===== src/sv/qacss_pkg.sv =====
// ----------------------------------------------------------------------------
// qacss_pkg
// Shared types and constants for the quote-aware CSV structure scanner:
// word geometry, register codes, reset values and the transfer structs.
// ----------------------------------------------------------------------------
package qacss_pkg;

    // Word geometry
    localparam int BYTES_PER_WORD = 8;
    localparam int CHAR_W         = 8;
    localparam int WORD_W         = BYTES_PER_WORD * CHAR_W;
    localparam int COUNT_W        = 4;
    localparam int POS_W          = 32;
    localparam int ROW_W          = 32;
    localparam int POPCNT_W       = $clog2(BYTES_PER_WORD + 1);
    localparam int CFG_IDX_W      = 2;

    // Register reset values
    localparam logic [CHAR_W-1:0] DELIM_RESET   = 8'd44;
    localparam logic [CHAR_W-1:0] QUOTE_RESET   = 8'd34;
    localparam logic [CHAR_W-1:0] NEWLINE_RESET = 8'd10;

    // Register indexes on the configuration port
    typedef enum logic [CFG_IDX_W-1:0] {
        CFG_DELIMITER = 2'd0,
        CFG_QUOTE     = 2'd1,
        CFG_NEWLINE   = 2'd2
    } t_cfg_index;

    typedef struct packed {
        logic [CHAR_W-1:0] delimiter_char;
        logic [CHAR_W-1:0] quote_char;
        logic [CHAR_W-1:0] newline_char;
    } t_cfg;

    typedef struct packed {
        logic [WORD_W-1:0]  byte_word;
        logic [COUNT_W-1:0] valid_count;
        logic               restart_stream;
    } t_in;

    typedef struct packed {
        logic [BYTES_PER_WORD-1:0] delimiter_mask;
        logic [BYTES_PER_WORD-1:0] newline_mask;
        logic [BYTES_PER_WORD-1:0] quote_state_mask;
        logic [POS_W-1:0]          word_offset;
        logic [ROW_W-1:0]          rows_total;
    } t_out;

    // What one lane found in its byte
    typedef struct packed {
        logic valid;    // byte lies below the valid count
        logic quote;    // byte is the quote character
        logic delim;    // delimiter candidate (quote meaning wins)
        logic row_nl;   // newline candidate (quote meaning wins)
        logic any_nl;   // byte equals newline_char, sets after_newline
    } t_lane_info;

endpackage


===== src/sv/quote_aware_csv_structure_scanner.sv =====
// ----------------------------------------------------------------------------
// quote_aware_csv_structure_scanner
// Scans words of up to eight text bytes and marks unquoted delimiters and
// newlines, with the quote state per byte, the word's stream offset and the
// running row count.
//
//   Channel   Direction  Handshake                  Payload
//   input     in         i_in_valid / o_in_stall    i_in_data  (t_in)
//   output    out        o_out_valid / i_out_stall  o_out_data (t_out)
//   config    in         i_cfg_wr_en                i_cfg_index, i_cfg_wr_data
//
// One word per cycle while o_in_stall is low; each result is registered in
// the output buffer. The cross-word quote state closes through an eight-lane
// mux chain, which sets the word rate.
// A two-entry output buffer (main plus skid) absorbs a downstream stall;
// o_in_stall rises only when both entries are full.
// Reset is synchronous, active low, and restores the default characters.
// ----------------------------------------------------------------------------
module quote_aware_csv_structure_scanner (
    input  logic                                i_clk,
    input  logic                                i_rst_n,
    input  logic                                i_in_valid,
    output logic                                o_in_stall,
    input  qacss_pkg::t_in                      i_in_data,
    output logic                                o_out_valid,
    input  logic                                i_out_stall,
    output qacss_pkg::t_out                     o_out_data,
    input  logic                                i_cfg_wr_en,
    input  logic [qacss_pkg::CFG_IDX_W-1:0]     i_cfg_index,
    input  logic [qacss_pkg::CHAR_W-1:0]        i_cfg_wr_data
);

    qacss_pkg::t_cfg                                     r_cfg;
    qacss_pkg::t_lane_info [qacss_pkg::BYTES_PER_WORD-1:0] w_lanes;
    qacss_pkg::t_out                                     w_result;
    qacss_pkg::t_out                                     r_main;
    qacss_pkg::t_out                                     r_skid;
    logic                                                r_main_vld;
    logic                                                r_skid_vld;
    logic [qacss_pkg::COUNT_W-1:0]                       w_count;
    logic                                                w_in_fire;
    logic                                                w_out_fire;

    // Write configuration registers
    always_ff @(posedge i_clk) begin
        if (!i_rst_n) begin
            r_cfg.delimiter_char <= qacss_pkg::DELIM_RESET;
            r_cfg.quote_char     <= qacss_pkg::QUOTE_RESET;
            r_cfg.newline_char   <= qacss_pkg::NEWLINE_RESET;
        end else if (i_cfg_wr_en) begin
            unique case (i_cfg_index)
                qacss_pkg::CFG_DELIMITER: r_cfg.delimiter_char <= i_cfg_wr_data;
                qacss_pkg::CFG_QUOTE:     r_cfg.quote_char     <= i_cfg_wr_data;
                qacss_pkg::CFG_NEWLINE:   r_cfg.newline_char   <= i_cfg_wr_data;
                default: begin
                end
            endcase
        end
    end

    // Handshakes
    assign o_in_stall = r_skid_vld;
    assign w_in_fire  = i_in_valid & ~r_skid_vld;
    assign w_out_fire = r_main_vld & ~i_out_stall;

    // Clamp the byte count to the word size
    assign w_count = (i_in_data.valid_count > qacss_pkg::COUNT_W'(qacss_pkg::BYTES_PER_WORD))
                   ? qacss_pkg::COUNT_W'(qacss_pkg::BYTES_PER_WORD)
                   : i_in_data.valid_count;

    // Classify each byte in its own lane
    for (genvar g = 0; g < qacss_pkg::BYTES_PER_WORD; g++) begin : g_lane
        qacss_lane u_lane (
            .i_byte  (i_in_data.byte_word[g*qacss_pkg::CHAR_W +: qacss_pkg::CHAR_W]),
            .i_valid (qacss_pkg::COUNT_W'(g) < w_count),
            .i_cfg   (r_cfg),
            .o_info  (w_lanes[g])
        );
    end

    // Combine lanes with the stream state
    qacss_merge u_merge (
        .i_clk     (i_clk),
        .i_rst_n   (i_rst_n),
        .i_fire    (w_in_fire),
        .i_restart (i_in_data.restart_stream),
        .i_count   (w_count),
        .i_lanes   (w_lanes),
        .o_result  (w_result)
    );

    // Output buffer: refill main from skid first, park a new result in skid
    // when main is held
    always_ff @(posedge i_clk) begin
        if (!i_rst_n) begin
            r_main_vld <= 1'b0;
            r_skid_vld <= 1'b0;
        end else if (w_out_fire || !r_main_vld) begin
            if (r_skid_vld) begin
                r_main_vld <= 1'b1;
                r_skid_vld <= 1'b0;
            end else begin
                r_main_vld <= w_in_fire;
            end
        end else if (w_in_fire) begin
            r_skid_vld <= 1'b1;
        end
    end

    always_ff @(posedge i_clk) begin
        if (w_out_fire || !r_main_vld) begin
            if (r_skid_vld) begin
                r_main <= r_skid;
            end else if (w_in_fire) begin
                r_main <= w_result;
            end
        end else if (w_in_fire) begin
            r_skid <= w_result;
        end
    end

    assign o_out_valid = r_main_vld;
    assign o_out_data  = r_main;

endmodule


===== src/sv/qacss_lane.sv =====
// ----------------------------------------------------------------------------
// qacss_lane
// One byte lane: compares its byte against the three configured characters
// and reports the classification, gated by the lane's valid flag.
// ----------------------------------------------------------------------------
module qacss_lane (
    input  logic [qacss_pkg::CHAR_W-1:0] i_byte,
    input  logic                         i_valid,
    input  qacss_pkg::t_cfg              i_cfg,
    output qacss_pkg::t_lane_info        o_info
);

    logic w_is_quote;
    logic w_is_delim;
    logic w_is_nl;

    // Match the byte against each configured character
    assign w_is_quote = (i_byte == i_cfg.quote_char);
    assign w_is_delim = (i_byte == i_cfg.delimiter_char);
    assign w_is_nl    = (i_byte == i_cfg.newline_char);

    // Let the quote meaning win over delimiter and newline
    always_comb begin
        o_info.valid  = i_valid;
        o_info.quote  = i_valid & w_is_quote;
        o_info.delim  = i_valid & w_is_delim & ~w_is_quote;
        o_info.row_nl = i_valid & w_is_nl & ~w_is_quote;
        o_info.any_nl = i_valid & w_is_nl;
    end

endmodule


===== src/sv/qacss_merge.sv =====
// ----------------------------------------------------------------------------
// qacss_merge
// Merging stage: composes the per-lane quote transitions from the stored
// stream state, builds the three masks, counts rows and advances the offset.
// Holds the cross-word stream state.
// ----------------------------------------------------------------------------
module qacss_merge (
    input  logic                                            i_clk,
    input  logic                                            i_rst_n,
    input  logic                                            i_fire,
    input  logic                                            i_restart,
    input  logic [qacss_pkg::COUNT_W-1:0]                   i_count,
    input  qacss_pkg::t_lane_info [qacss_pkg::BYTES_PER_WORD-1:0] i_lanes,
    output qacss_pkg::t_out                                 o_result
);

    logic                          r_in_quote;
    logic                          n_in_quote;
    logic                          r_after_nl;
    logic                          n_after_nl;
    logic [qacss_pkg::POS_W-1:0]   r_pos;
    logic [qacss_pkg::POS_W-1:0]   n_pos;
    logic [qacss_pkg::ROW_W-1:0]   r_rows;
    logic [qacss_pkg::ROW_W-1:0]   n_rows;

    logic                          w_base_q;
    logic                          w_base_a;
    logic [qacss_pkg::POS_W-1:0]   w_base_pos;
    logic [qacss_pkg::ROW_W-1:0]   w_base_rows;
    logic [qacss_pkg::BYTES_PER_WORD-1:0] w_dmask;
    logic [qacss_pkg::BYTES_PER_WORD-1:0] w_nmask;
    logic [qacss_pkg::BYTES_PER_WORD-1:0] w_qmask;
    logic [qacss_pkg::POPCNT_W-1:0]       w_popcnt;
    logic [qacss_pkg::ROW_W:0]            w_row_sum;

    // Start from reset values when the word restarts the stream
    assign w_base_q    = i_restart ? 1'b0 : r_in_quote;
    assign w_base_a    = i_restart ? 1'b1 : r_after_nl;
    assign w_base_pos  = i_restart ? '0   : r_pos;
    assign w_base_rows = i_restart ? '0   : r_rows;

    // Walk the lane transitions: a quote closes an open span, or opens one
    // right after a newline; everything else keeps the state
    always_comb begin
        logic q_prev;
        logic q;
        logic a;
        q        = w_base_q;
        a        = w_base_a;
        w_dmask  = '0;
        w_nmask  = '0;
        w_qmask  = '0;
        w_popcnt = '0;
        for (int i = 0; i < qacss_pkg::BYTES_PER_WORD; i++) begin
            q_prev = q;
            if (i_lanes[i].quote) begin
                q = q_prev ? 1'b0 : a;
            end
            w_dmask[i] = i_lanes[i].delim & ~q_prev;
            w_nmask[i] = i_lanes[i].row_nl & ~q_prev;
            w_qmask[i] = i_lanes[i].valid & q;
            w_popcnt   = w_popcnt + qacss_pkg::POPCNT_W'(w_nmask[i]);
            if (i_lanes[i].valid) begin
                a = i_lanes[i].any_nl;
            end
        end
        n_in_quote = q;
        n_after_nl = a;
    end

    // Saturate the row count, wrap the byte offset
    assign w_row_sum = {1'b0, w_base_rows} + (qacss_pkg::ROW_W + 1)'(w_popcnt);
    assign n_rows    = w_row_sum[qacss_pkg::ROW_W] ? '1 : w_row_sum[qacss_pkg::ROW_W-1:0];
    assign n_pos     = w_base_pos + qacss_pkg::POS_W'(i_count);

    always_comb begin
        o_result.delimiter_mask   = w_dmask;
        o_result.newline_mask     = w_nmask;
        o_result.quote_state_mask = w_qmask;
        o_result.word_offset      = w_base_pos;
        o_result.rows_total       = n_rows;
    end

    // Advance the stream state on each accepted word
    always_ff @(posedge i_clk) begin
        if (!i_rst_n) begin
            r_in_quote <= 1'b0;
            r_after_nl <= 1'b1;
            r_pos      <= '0;
            r_rows     <= '0;
        end else if (i_fire) begin
            r_in_quote <= n_in_quote;
            r_after_nl <= n_after_nl;
            r_pos      <= n_pos;
            r_rows     <= n_rows;
        end
    end

endmodule


===== config.mk =====
export PLATFORM = sky130hd
export DESIGN_NAME = quote_aware_csv_structure_scanner
export DESIGN_NICKNAME = d
export VERILOG_FILES = /design/src/sv/qacss_pkg.sv /design/src/sv/quote_aware_csv_structure_scanner.sv /design/src/sv/qacss_lane.sv /design/src/sv/qacss_merge.sv
export SDC_FILE = /design/constraint.sdc
export NUM_CORES = 1
export LEC_CHECK = 0
export ABC_AREA = 1
export BUFFER_PORTS_ARGS = -buffer_cell sky130_fd_sc_hd__buf_2
export CELL_PAD_IN_SITES_DETAIL_PLACEMENT = 1
export CELL_PAD_IN_SITES_GLOBAL_PLACEMENT = 2
export CORE_MARGIN = 1
export CORE_UTILIZATION = 38
export CTS_CLUSTER_DIAMETER = 80
export DETAILED_ROUTE_END_ITERATION = 16
export PLACE_DENSITY = 0.85
export SLEW_MARGIN = 20
export SYNTH_ARGS = -nofsm -noshare
export SYNTH_HDL_FRONTEND = slang
export SYNTH_SLANG_ARGS = --single-unit

===== constraint.sdc =====
create_clock -name i_clk -period 15.2 [get_ports i_clk]
set_input_delay 0.76 -clock i_clk [delete_from_list [all_inputs] [get_ports i_clk]]
set_output_delay 0.76 -clock i_clk [all_outputs]
set_load 0.05 [all_outputs]

Word level (Yosys, flattened, before mapping):

Index checks and enable logic that the tools add are counted.

* flip-flop bits (word level): 268
* word-level logic and storage cells: 192
* input bits: 84

* bitwise logic cells: 86
* $add $sub $neg: 9
* equal/unequal tests: 26
* reductions and logical operators: 10
* order comparisons: 9
* mux-type cells: 33

Operators by type and width (count)
* == test 8 bit: 24
* two-way mux 88 bit: 2
* two-way mux 32 bit: 3
* bitwise AND 1 bit: 66
* adder 32 x 4 -> 33 bit: 1
* adder 32 x 4 -> 32 bit: 1
* two-way mux 1 bit: 27
* adder 4 x 1 -> 4 bit: 6
* NOT 1 bit: 20
* < comparator 3 x 4 -> 1 bit, first input constant: 4
* AND reduction 2 bit: 5
* < comparator 1 x 4 -> 1 bit, first input constant: 2
* < comparator 2 x 4 -> 1 bit, first input constant: 2
* greater-than comparator 4 bit, second input constant: 1
* two-way mux 4 bit: 1
* adder 1 x 1 -> 2 bit: 1
* == test 2 x 1 -> 1 bit, second input constant: 1
* == test 2 bit, second input constant: 1
* logical NOT 2 bit: 1
* nonzero test 2 bit: 1
* OR reduction 2 bit: 1
* logical NOT 1 bit: 1
* logical OR 1 bit: 1

Depth between registers and ports, before layout:

Gate-level depths: netlist of the first run.

* word-level depth: 24
* gate-level depth with buffers: 46
* mapped depth without buffers: 45

Modules after synthesis:

Synthesis of the first run repeated with hierarchy kept, for this count alone.

* cells, all modules: 2226
* area total of the unflattened synthesis: 16578.4 um^2

By module, submodules not included
* quote_aware_csv_structure_scanner: cells an instance 635, instances 1, area an instance 7538.5 um^2
* qacss_merge: cells an instance 879, instances 1, area an instance 5616.6 um^2
* qacss_lane: cells an instance 89, instances 8, area an instance 427.9 um^2

Worst setup path before layout of the first run:

Ideal clock, no wire load.

* path kind: input to register
* from: input i_in_data[4] (netlist bit)
* to: register r_main, in the netlist o_out_data[21], data pin
* stages: 36
* arrival time: 5.916 ns
* slack: 9.019 ns
* required time: 14.935 ns
* buffers on the path: 1
* path through: buf_6 -> nor2_4 -> nand2_4 -> nor2_8 -> o21ai_1 -> a21oi_1 -> nand2_2 -> nand2_2 -> nand2_2 -> nand3_1 -> nand2_2 -> nor2_1 -> nand2_1 -> fa_1 -> fa_1 -> inv_1 -> fa_1 -> fa_1 -> xor2_1 -> ha_1 -> nand3_1 -> nand2_1 -> nand2_1 -> inv_1 -> nor2_1 -> nor2_2 -> nand3_2 -> nor2_2 -> nand2_1 -> nor2_1 -> nand2_1 -> nor3_1 -> nand3_1 -> xnor2_1 -> nor2_1 -> o21ai_1

* word-level cells in the longest chain between the ends: 24
* elaborated cells on any way between the ends: 78
* those cells by class: add/sub (8); order compare (9); mux (23); bitwise (38)

Ends and longest elaborated chain
* start: declaration: RTL line quote_aware_csv_structure_scanner.sv:24 `input qacss_pkg::t_in i_in_data,`
* greater-than comparator 4 bit: RTL line quote_aware_csv_structure_scanner.sv:67 `assign w_count = (i_in_data.valid_count > qacss_pkg::COUNT_W'(qacss_pkg::BYTES_PER_WORD))`
* two-way mux 4 bit *: RTL line quote_aware_csv_structure_scanner.sv:68 `? qacss_pkg::COUNT_W'(qacss_pkg::BYTES_PER_WORD)`
* branches (longest 17 deep; another with < comparator 1 x 4 -> 1 bit)
* adder 4 x 1 -> 4 bit *: RTL line qacss_merge.sv:62 `w_popcnt = w_popcnt + qacss_pkg::POPCNT_W'(w_nmask[i]);`
* adder 32 x 4 -> 33 bit *: RTL line qacss_merge.sv:72 `assign w_row_sum = {1'b0, w_base_rows} + (qacss_pkg::ROW_W + 1)'(w_popcnt);`
* two-way mux 32 bit *: RTL line qacss_merge.sv:73 `assign n_rows = w_row_sum[qacss_pkg::ROW_W] ? '1 : w_row_sum[qacss_pkg::ROW_W-1:0];`
* two-way mux 88 bit *: RTL line quote_aware_csv_structure_scanner.sv:114 `end else if (w_in_fire) begin`
* two-way mux 88 bit *: RTL line quote_aware_csv_structure_scanner.sv:112 `if (r_skid_vld) begin`
* end signal: assignment: RTL line quote_aware_csv_structure_scanner.sv:113 `r_main <= r_skid;`
* end signal: assignment: RTL line quote_aware_csv_structure_scanner.sv:115 `r_main <= w_result;`
* end: declaration: RTL line quote_aware_csv_structure_scanner.sv:36 `qacss_pkg::t_out r_main;`

Mark *: on every way between the ends. The select of a mux whose other input is x is not followed.
A chain may end at the register's enable or synchronous reset.

Worst setup path in the final report of the first run:

* from: register r_cfg[10] (netlist bit)
* to: register u_merge.r_rows[31] (netlist bit)

* word-level cells in the longest chain between the ends: 20
* elaborated cells on any way between the ends: 68
* those cells by class: add/sub (8); eq/ne (8); mux (14); bitwise (38)

Ends and longest elaborated chain
* start: declaration: RTL line quote_aware_csv_structure_scanner.sv:33 `qacss_pkg::t_cfg r_cfg;`
* branches (longest 17 deep; another with adder 4 x 1 -> 4 bit)
* adder 4 x 1 -> 4 bit *: RTL line qacss_merge.sv:62
* adder 32 x 4 -> 33 bit *: RTL line qacss_merge.sv:72
* two-way mux 32 bit *: RTL line qacss_merge.sv:73
* net u_merge.n_rows (one bit): RTL line qacss_merge.sv:24 `logic [qacss_pkg::ROW_W-1:0] n_rows;`
* end signal: assignment: RTL line qacss_merge.sv:95 `r_rows <= n_rows;`
* end: declaration: RTL line qacss_merge.sv:23 `logic [qacss_pkg::ROW_W-1:0] r_rows;`

Mark *: on every way through the listed nets, which the timed path passes.

==> impl_summary.md, run 1 <==
Synthesis
The number of warnings printed during yosys synthesis is 0. In the synthesized netlist the dominant register cell turns out to be sky130_fd_sc_hd__edfxtp_1. The total nets after synthesis is 1977.

In this run, synthesis inferred 176 flip-flops with an integrated enable. The mapped netlist covers 15000 µm². The number of flip-flops and latches in the synthesized netlist is 268. Counting distinct cell types in the post-synthesis netlist gives 56. A synthesized cell averages 7.997 µm². Counting every instance in the synthesized netlist gives 1876. The share of synthesized flip-flops with an asynchronous set or reset is 0%. Of the synthesized area, sequential elements account for 47.51%.

Worst setup path
The number of cells on the worst reg-to-reg path is 29. The startpoint kind of the worst setup timing path is a flip-flop. The maximum fanout count along the critical path is 27. The cell family with the largest share of critical-path delay is simple AND/OR/NAND/NOR gates. In this run the register-to-register setup slack is 7.73 ns. The master of the slowest instance on the critical path is sky130_fd_sc_hd__nand4_2. The cell with the most instances on the worst path is sky130_fd_sc_hd__nand2_1.

The endpoint kind of the worst setup timing path is a flip-flop. The number of buffers and inverters on the critical path is 3. The arrival time at the worst endpoint is 7.95 ns. STA puts the critical path data required time at 15.68 ns. The worst setup path is of the reg2reg kind. The stage delay of the slowest cell on the critical path is 0.74 ns. The endpoint identified for the worst register-to-register timing path is u_merge.r_rows[31]$_SDFFE_PN0P_. The launch instance of the worst register-to-register path is r_cfg[10]$_SDFFE_PN0P_.

Layout
In the layout the commonest cells are sky130_fd_sc_hd__nand2_1, sky130_fd_sc_hd__inv_1, sky130_fd_sc_hd__nor2_1, sky130_fd_sc_hd__edfxtp_1, sky130_fd_sc_hd__buf_2. The ratio of cells with drive above 1 in the final layout is 15.36%. The synthesis-to-layout area growth is 14.96%.

The net count of the finished layout is 2115. The multi-input combinational cells in the finished layout cover a total of 6450 µm². The number of antenna diodes in the final layout is 0. Fill cells in the final layout number 4825. The area taken by flip-flops and latches is 7131 µm². The final core utilization is 44.42%. The commonest non-fill, non-tap cell in the layout is sky130_fd_sc_hd__nand2_1.

Floorplan
The floorplan has 72 rows. Once the floorplan was initialized, standard cells occupied 38.64% of the core. The die covers 40280 µm². The die height is 200.7 µm. In this run the standard cell core region covers 38830 µm². The count of pins on the block boundary is 174. The x dimension of the die is 200.7 µm.

Timing
Dividing the final minimum period by the clock period gives 49.16%. The count of endpoints failing hold in the final timing report is 0. Setup repair after global routing left no endpoint under its margin. The worst hold-check slack is 0.4483 ns. For the pin with the worst max-slew slack, the measured transition is 1.051 ns. Setup violations remaining at the end of the flow were counted as 0. The tightest slew margin relative to the limit is 29.28%.

Adding up every negative setup slack in the final design gives 0 ns. The max-slew violation total from the final report is 0. Subtracting the final worst setup slack from the clock period gives 7.472 ns. For the final database, setup skew stands at 0.01227 ns. Timing would allow up to 0.1338 GHz.

CTS
The clock reaches the later pin of the worst-skew pair after 0.57 ns. The clock transition at the registers of the reported paths is 0.06 ns. The maximum level of the CTS H-tree is 1. The number of hold buffers added after CTS was 0. In this run the deepest clock path goes through 3 buffers. In this run, CTS created clock tree buffers numbering 30. Clock tree synthesis found a total of 268 sinks. The clock tree from TritonCTS is yes.

The number of setup buffers added after CTS is 0. In this run the clock root is driven by a sky130_fd_sc_hd__clkbuf_16. Post-CTS repair changed the size of 0 cells.

Status
The flow ran to the end, and the final reports show no timing, DRC or antenna violations.

Drt
The count of nets left with antenna violations once routing finished came out at 0. The DRC violation total after the first TritonRoute iteration is 699. Before antenna repair, the detailed router went through 4 iterations. The DRC violation count after routing is 0. The final route contains 13310 vias. After detailed routing, the average wire length per cell comes to 19.72 µm. The aggregate routed wire length is 50400 µm. In the routed layout, each cell is associated on average with a via count of 5.208.

Global route
For this run the aggregate overflow at the end of global routing stands at 0. The initial antenna violation count was 0. The all-layer global routing usage is 25.17%. The wire length of the first global-routing pass is 78950 µm.

The maximum number of pins on one net before global-route repair is 78. The via count of the first global-routing pass is 13780.

Placement
The final weighted congestion in routability-driven placement is 0.9350. During placement, the flow inserted port buffers numbering 173. The HPWL after detailed placement is 36590 µm.

Power
The total power divided by cell area is 105.0 nW/µm². The analysis attributes to cell leakage a power of 0.007359 µW. The worst-case IR drop observed on VDD is 75.68 µV.

Hold path
The beginning of the worst hold path is i_cfg_wr_data[1]. The class of the tightest hold or removal check is in2reg. The endpoint of the worst hold-timing path is r_cfg[9]$_SDFFE_PN1P_. The number of instances on the worst hold path is 3.

Run
Across the run, the number of max-cap violations was 0.
## per-layer routing
layer,routed length (µm),GRT usage [%],vias up
li1,-,-,6395
met1,22840,33.48,6495
met2,23900,42.58,327
met3,2253,3.198,94
met4,1410,7.715,0
met5,0,0,-
## kinds of logic after synthesis
family | synth area share [%]
simple gates | 25.75
buf+inv | 9.641
xor+xnor | 5.254
flops | 47.51
mux | 0.07506
compound gates | 10.05
fa+ha+maj | 1.718
## through the flow
| step | instance area (µm²) | cells | worst slack, ns | power, µW |
|---|---|---|---|---|
| 2_1_floorplan | 15000 | 1876 | 9.019 | 1009 |
| 3_3_place_gp | 16250 | 2500 | 7.903 | 1089 |
| 3_5_place_dp | 16250 | 2500 | 7.670 | 1094 |
| 4_1_cts | 17250 | 2556 | 7.735 | 1826 |
| 5_1_grt | 17250 | 2556 | 7.090 | 1878 |
| 6_report | 17250 | 2556 | 7.728 | 1812 |
## synthesized netlist by cell type, types with 38 or more instances
cell type	instances	area (µm²)
sky130_fd_sc_hd__nand2_1	420	1577
sky130_fd_sc_hd__inv_1	270	1013
sky130_fd_sc_hd__nor2_1	201	754.5
sky130_fd_sc_hd__edfxtp_1	176	5285
sky130_fd_sc_hd__a21oi_1	103	515.5
sky130_fd_sc_hd__o21ai_0	99	495.5
sky130_fd_sc_hd__dfxtp_1	92	1842
sky130_fd_sc_hd__nand3_1	73	365.4
sky130_fd_sc_hd__xnor2_1	50	437.9
sky130_fd_sc_hd__clkbuf_1	44	165.2
sky130_fd_sc_hd__xor2_1	40	350.3
sky130_fd_sc_hd__nand4_1	38	237.7
## state kept, by name, summed over array words and instances (netlist names)
register and cells:
u_merge.r_pos 32, u_merge.r_after_nl 1, r_skid 88, u_merge.r_in_quote 1, o_out_valid 1, o_in_stall 1, u_merge.r_rows 32, r_cfg 24
o_out_data 88
## how the worst max path moves through the flow
stage	start	to	slack (ns)	depth (start not counted)
after floorplan	i_in_data[4]	o_out_data[21]$_DFFE_PP_	9.02	36
after global placement	i_in_data[5]	u_merge.r_rows[31]$_SDFFE_PN0P_	7.90	29
after detailed placement	i_in_data[5]	u_merge.r_rows[31]$_SDFFE_PN0P_	7.67	29
after CTS	r_cfg[10]$_SDFFE_PN0P_	u_merge.r_rows[31]$_SDFFE_PN0P_	7.73	29
after global routing	r_cfg[10]$_SDFFE_PN0P_	o_out_data[2]$_DFFE_PP_	7.09	31
final	r_cfg[10]$_SDFFE_PN0P_	u_merge.r_rows[31]$_SDFFE_PN0P_	7.73	29
## power by group
group,total [µW],internal (µW),switching [µW]
clock network,732,432,300
logic,246,64.8,181
registers,833,807,26.2
## worst register-to-register path, delay by kind of cell, from the launching register on
kind | cells | cell delay (ns)
compound gates | 2 | 0.38
xor+xnor | 1 | 0.16
fa+ha+maj | 5 | 2.12
buf+inv | 3 | 0.38
flops | 1 | 0.64
simple gates | 18 | 3.71
## cell type report
class / count / share of cell area (%)
clock inverters: 9 / 0.4425
repair buffers: 182 / 5.412
well taps: 518 / 3.758
multi-input cells: 1243 / 37.40
flip-flops and latches: 268 / 41.35
inverters: 289 / 6.312
clock buffers: 47 / 5.332
No activity file was read; power rests on OpenSTA's default activity.
==> run 2, diff against run 1 <==
CORE_UTILIZATION = 35   (was 38)
PLACE_DENSITY = 0.79   (was 0.85)
clock period = 7.1 ns   (was 15.2 ns; I/O delays follow)
==> run 2 against run 1 <==
  * Critical path depth increased by 5
  * First-iteration DRC count increased by 10%
  * Maximum frequency increased by 13%
  * Final cell count increased by 1.8%
  * Critical endpoint is now o_out_data[0]$_DFFE_PP_
  * Largest cell class unchanged
==> impl_summary.md, run 2 (synthesis gave the netlist of run 1 again) <==
Hold path
The number of instances on the worst hold path is 3. In this run the most critical hold path is launched from i_cfg_wr_data[1]. The endpoint of the worst hold-timing path is r_cfg[1]$_SDFFE_PN1P_. The class of the tightest hold or removal check is in2reg.

Layout
The filler cells instantiated in the layout total 5164. The final standard cell count with taps included and fillers excluded is 2603. The top cell types in the final layout, fill and taps aside, are sky130_fd_sc_hd__nand2_1, sky130_fd_sc_hd__inv_1, sky130_fd_sc_hd__nor2_1, sky130_fd_sc_hd__edfxtp_1, sky130_fd_sc_hd__buf_2. The commonest non-fill, non-tap cell in the layout is sky130_fd_sc_hd__nand2_1. The area growth from synthesis to layout is 16.81%.

The ratio of cells with drive above 1 in the final layout is 17.26%. The area taken by flip-flops and latches is 7143 µm². For this run, the share of the core covered by cells in the final layout is 41.59%.

The finished cells cover 17520 µm². The multi-input combinational cells in the finished layout cover a total of 6485 µm². The number of nets at the end of the flow is 2140.

Drt
The via count normalized by instance count is 5.122. Before antenna repair, the detailed router went through 7 iterations. The number of antenna-violating nets in the routed design is 0.

The DRC violation count after routing is 0. The DRC violation total after the first TritonRoute iteration is 769. For this block, the routed nets add up to 51090 µm of wire. For this block, the via count after detailed routing is 13330. The routed length per instance is 19.63 µm.

Worst setup path
The classification of the worst setup path is reg2reg. Along the worst path, the maximum fanout reaches 8. The master of the slowest instance on the critical path is sky130_fd_sc_hd__fa_1. The worst register-to-register path begins at r_cfg[8]$_SDFFE_PN0P_.

The worst reg-to-reg setup slack is 0.47 ns. In this design, the stage delay of the slowest critical-path cell is 0.50 ns. The endpoint identified for the worst register-to-register timing path is o_out_data[0]$_DFFE_PP_. The startpoint kind of the worst setup timing path is a flip-flop. The depth of the most critical reg-to-reg path is 34. Data on the critical path is required at its endpoint by 7.53 ns. For the worst setup path, the data arrival time is 7.06 ns. The cell with the most instances on the worst path is sky130_fd_sc_hd__nand2_1. The worst setup path is captured at a flip-flop.

Timing
The count of endpoints failing hold in the final timing report is 0. The max-slew violation total from the final report is 0. The worst pin sits at a relative slew slack of 35.17%. In the post-route analysis, the smallest setup slack over all paths is 0.4733 ns.

Static timing analysis puts the maximum clock frequency at 0.1509 GHz. The count of final setup violators is 0. The post-route fraction of the period consumed by the critical path is 93.33%. The final critical delay including setup and external delays is 6.627 ns. Setup total negative slack on the finished layout was measured at 0 ns. The slew at the pin with the worst max-slew slack is 0.9702 ns. On the final layout, the worst clock skew is 0.02176 ns.

Global route
The via count of the first global-routing pass is 13820. The wire length of the first global-routing pass is 79980 µm. The overflow left after global routing is 0. The initial antenna violation count came to 2. The all-layer global routing usage is 23.65%. Entering global routing, the biggest net connects 72 pins.

Status
The run finished with clean final reports.

CTS
The clock tree from TritonCTS is yes. The clock transition at the registers of the reported paths is 0.06 ns. The maximum level of the CTS H-tree is 1. The longest clock path from root to sink contains 3 buffers.

The quantity of hold-fixing buffers added after cts is 0. The CTS root buffer is sky130_fd_sc_hd__clkbuf_16. The number of clock buffers added by TritonCTS is 30. The number of clock sinks is 268. The clock latency on the worst-skew pair is 0.57 ns.

Placement
OpenSTA, run right after detailed placement, puts the worst setup slack at 0.2639 ns. The count of buffers inserted at the top-level ports is 173. The wire-length estimate of the detail-placed layout is 37370 µm. The number of placed cells counting well taps is 2543. At the end of routability-driven placement, the weighted congestion stood at 0.9240. Once placement finished, the instance area stood at 16440 µm².

Floorplan
The die covers 43690 µm². Once the floorplan was initialized, standard cells occupied 35.61% of the core. The count of pins on the block boundary is 174. The die is 209.0 µm wide. The area of the placeable core is 42130 µm². Row generation in the floorplan step produced 75 rows. The die height is 209.0 µm.

Power
IR analysis of the VDD net gives a maximum drop of 174.4 µV. The analysis attributes to cell leakage a power of 0.007505 µW. Dividing total power by cell area gives a power density of 223.1 nW/µm².

Run
The count of max-cap constraint violations is 0.
-- run 2: changes by cell type in the layout (fill, tap and decap cells not counted), sizes merged --
cell	delta
buf	+25
clkbuf	-5
diode	+1
clkinvlp	+3
bufinv	+2
-- run 2: area by class of cell --
cell class	count	area share, %
Clock inverter	14	0.8997
Tap cell	539	3.849
Sequential cell	268	40.76
Multi-Input combinational cell	1243	37.01
Inverter	289	6.233
Timing Repair Buffer	207	6.398
Antenna cell	1	0.01428
Clock buffer	42	4.834
-- run 2: where the power goes --
| group | total (µW) | switching [µW] | internal, µW |
|---|---|---|---|
| Combinational | 544 | 398 | 146 |
| Sequential | 1780 | 47.8 | 1730 |
| Clock | 1590 | 647 | 942 |
-- run 2: timing repair --
action | in CTS | in global routing
endpoints found under the setup margin | 0 | 58
gates resized for setup | 0 | 18
setup buffers | 0 | 3
-- run 2: worst max-delay path by stage --
| stage | start | end | slack, ns |
|---|---|---|---|
| 6_report | r_cfg[8]$_SDFFE_PN0P_ | o_out_data[0]$_DFFE_PP_ | 0.47 |
| 5_1_grt | r_cfg[9]$_SDFFE_PN1P_ | o_out_data[0]$_DFFE_PP_ | -0.02 |
| 4_1_cts | r_cfg[9]$_SDFFE_PN1P_ | o_out_data[0]$_DFFE_PP_ | 0.24 |
| 3_5_place_dp | r_cfg[9]$_SDFFE_PN1P_ | o_out_data[0]$_DFFE_PP_ | 0.26 |
| 3_3_place_gp | r_cfg[9]$_SDFFE_PN1P_ | o_out_data[21]$_DFFE_PP_ | 0.50 |
| 2_1_floorplan | o_in_stall$_SDFFE_PP0P_ | o_out_data[0]$_DFFE_PP_ | 1.02 |
-- run 2: stage by stage --
step	power [µW]	hold WS, ns
floorplan	2159	0.4303
global placement	2341	0.4427
detailed placement	2350	0.4487
CTS	3943	0.03489
global route	4048	0.05812
finish	3909	0.06429
-- run 2: critical path: cells and delay by family (launching register included) --
kind,cells,cell delay (ns)
adders and majority gates,5,2.12
buffers and inverters,5,0.71
DFF,1,0.39
and+or+nand+nor,23,3.09
xor gates and xnor gates,1,0.15
-- run 2: layer usage --
metal  up-vias  share of wire [%]  track usage (%)
li1       6461                  -                -
met1      6512                 47            32.13
met2       287                 47            39.62
met3        71                3.6            2.600
met4         2                2.4            6.897
met5         -              0.033                0
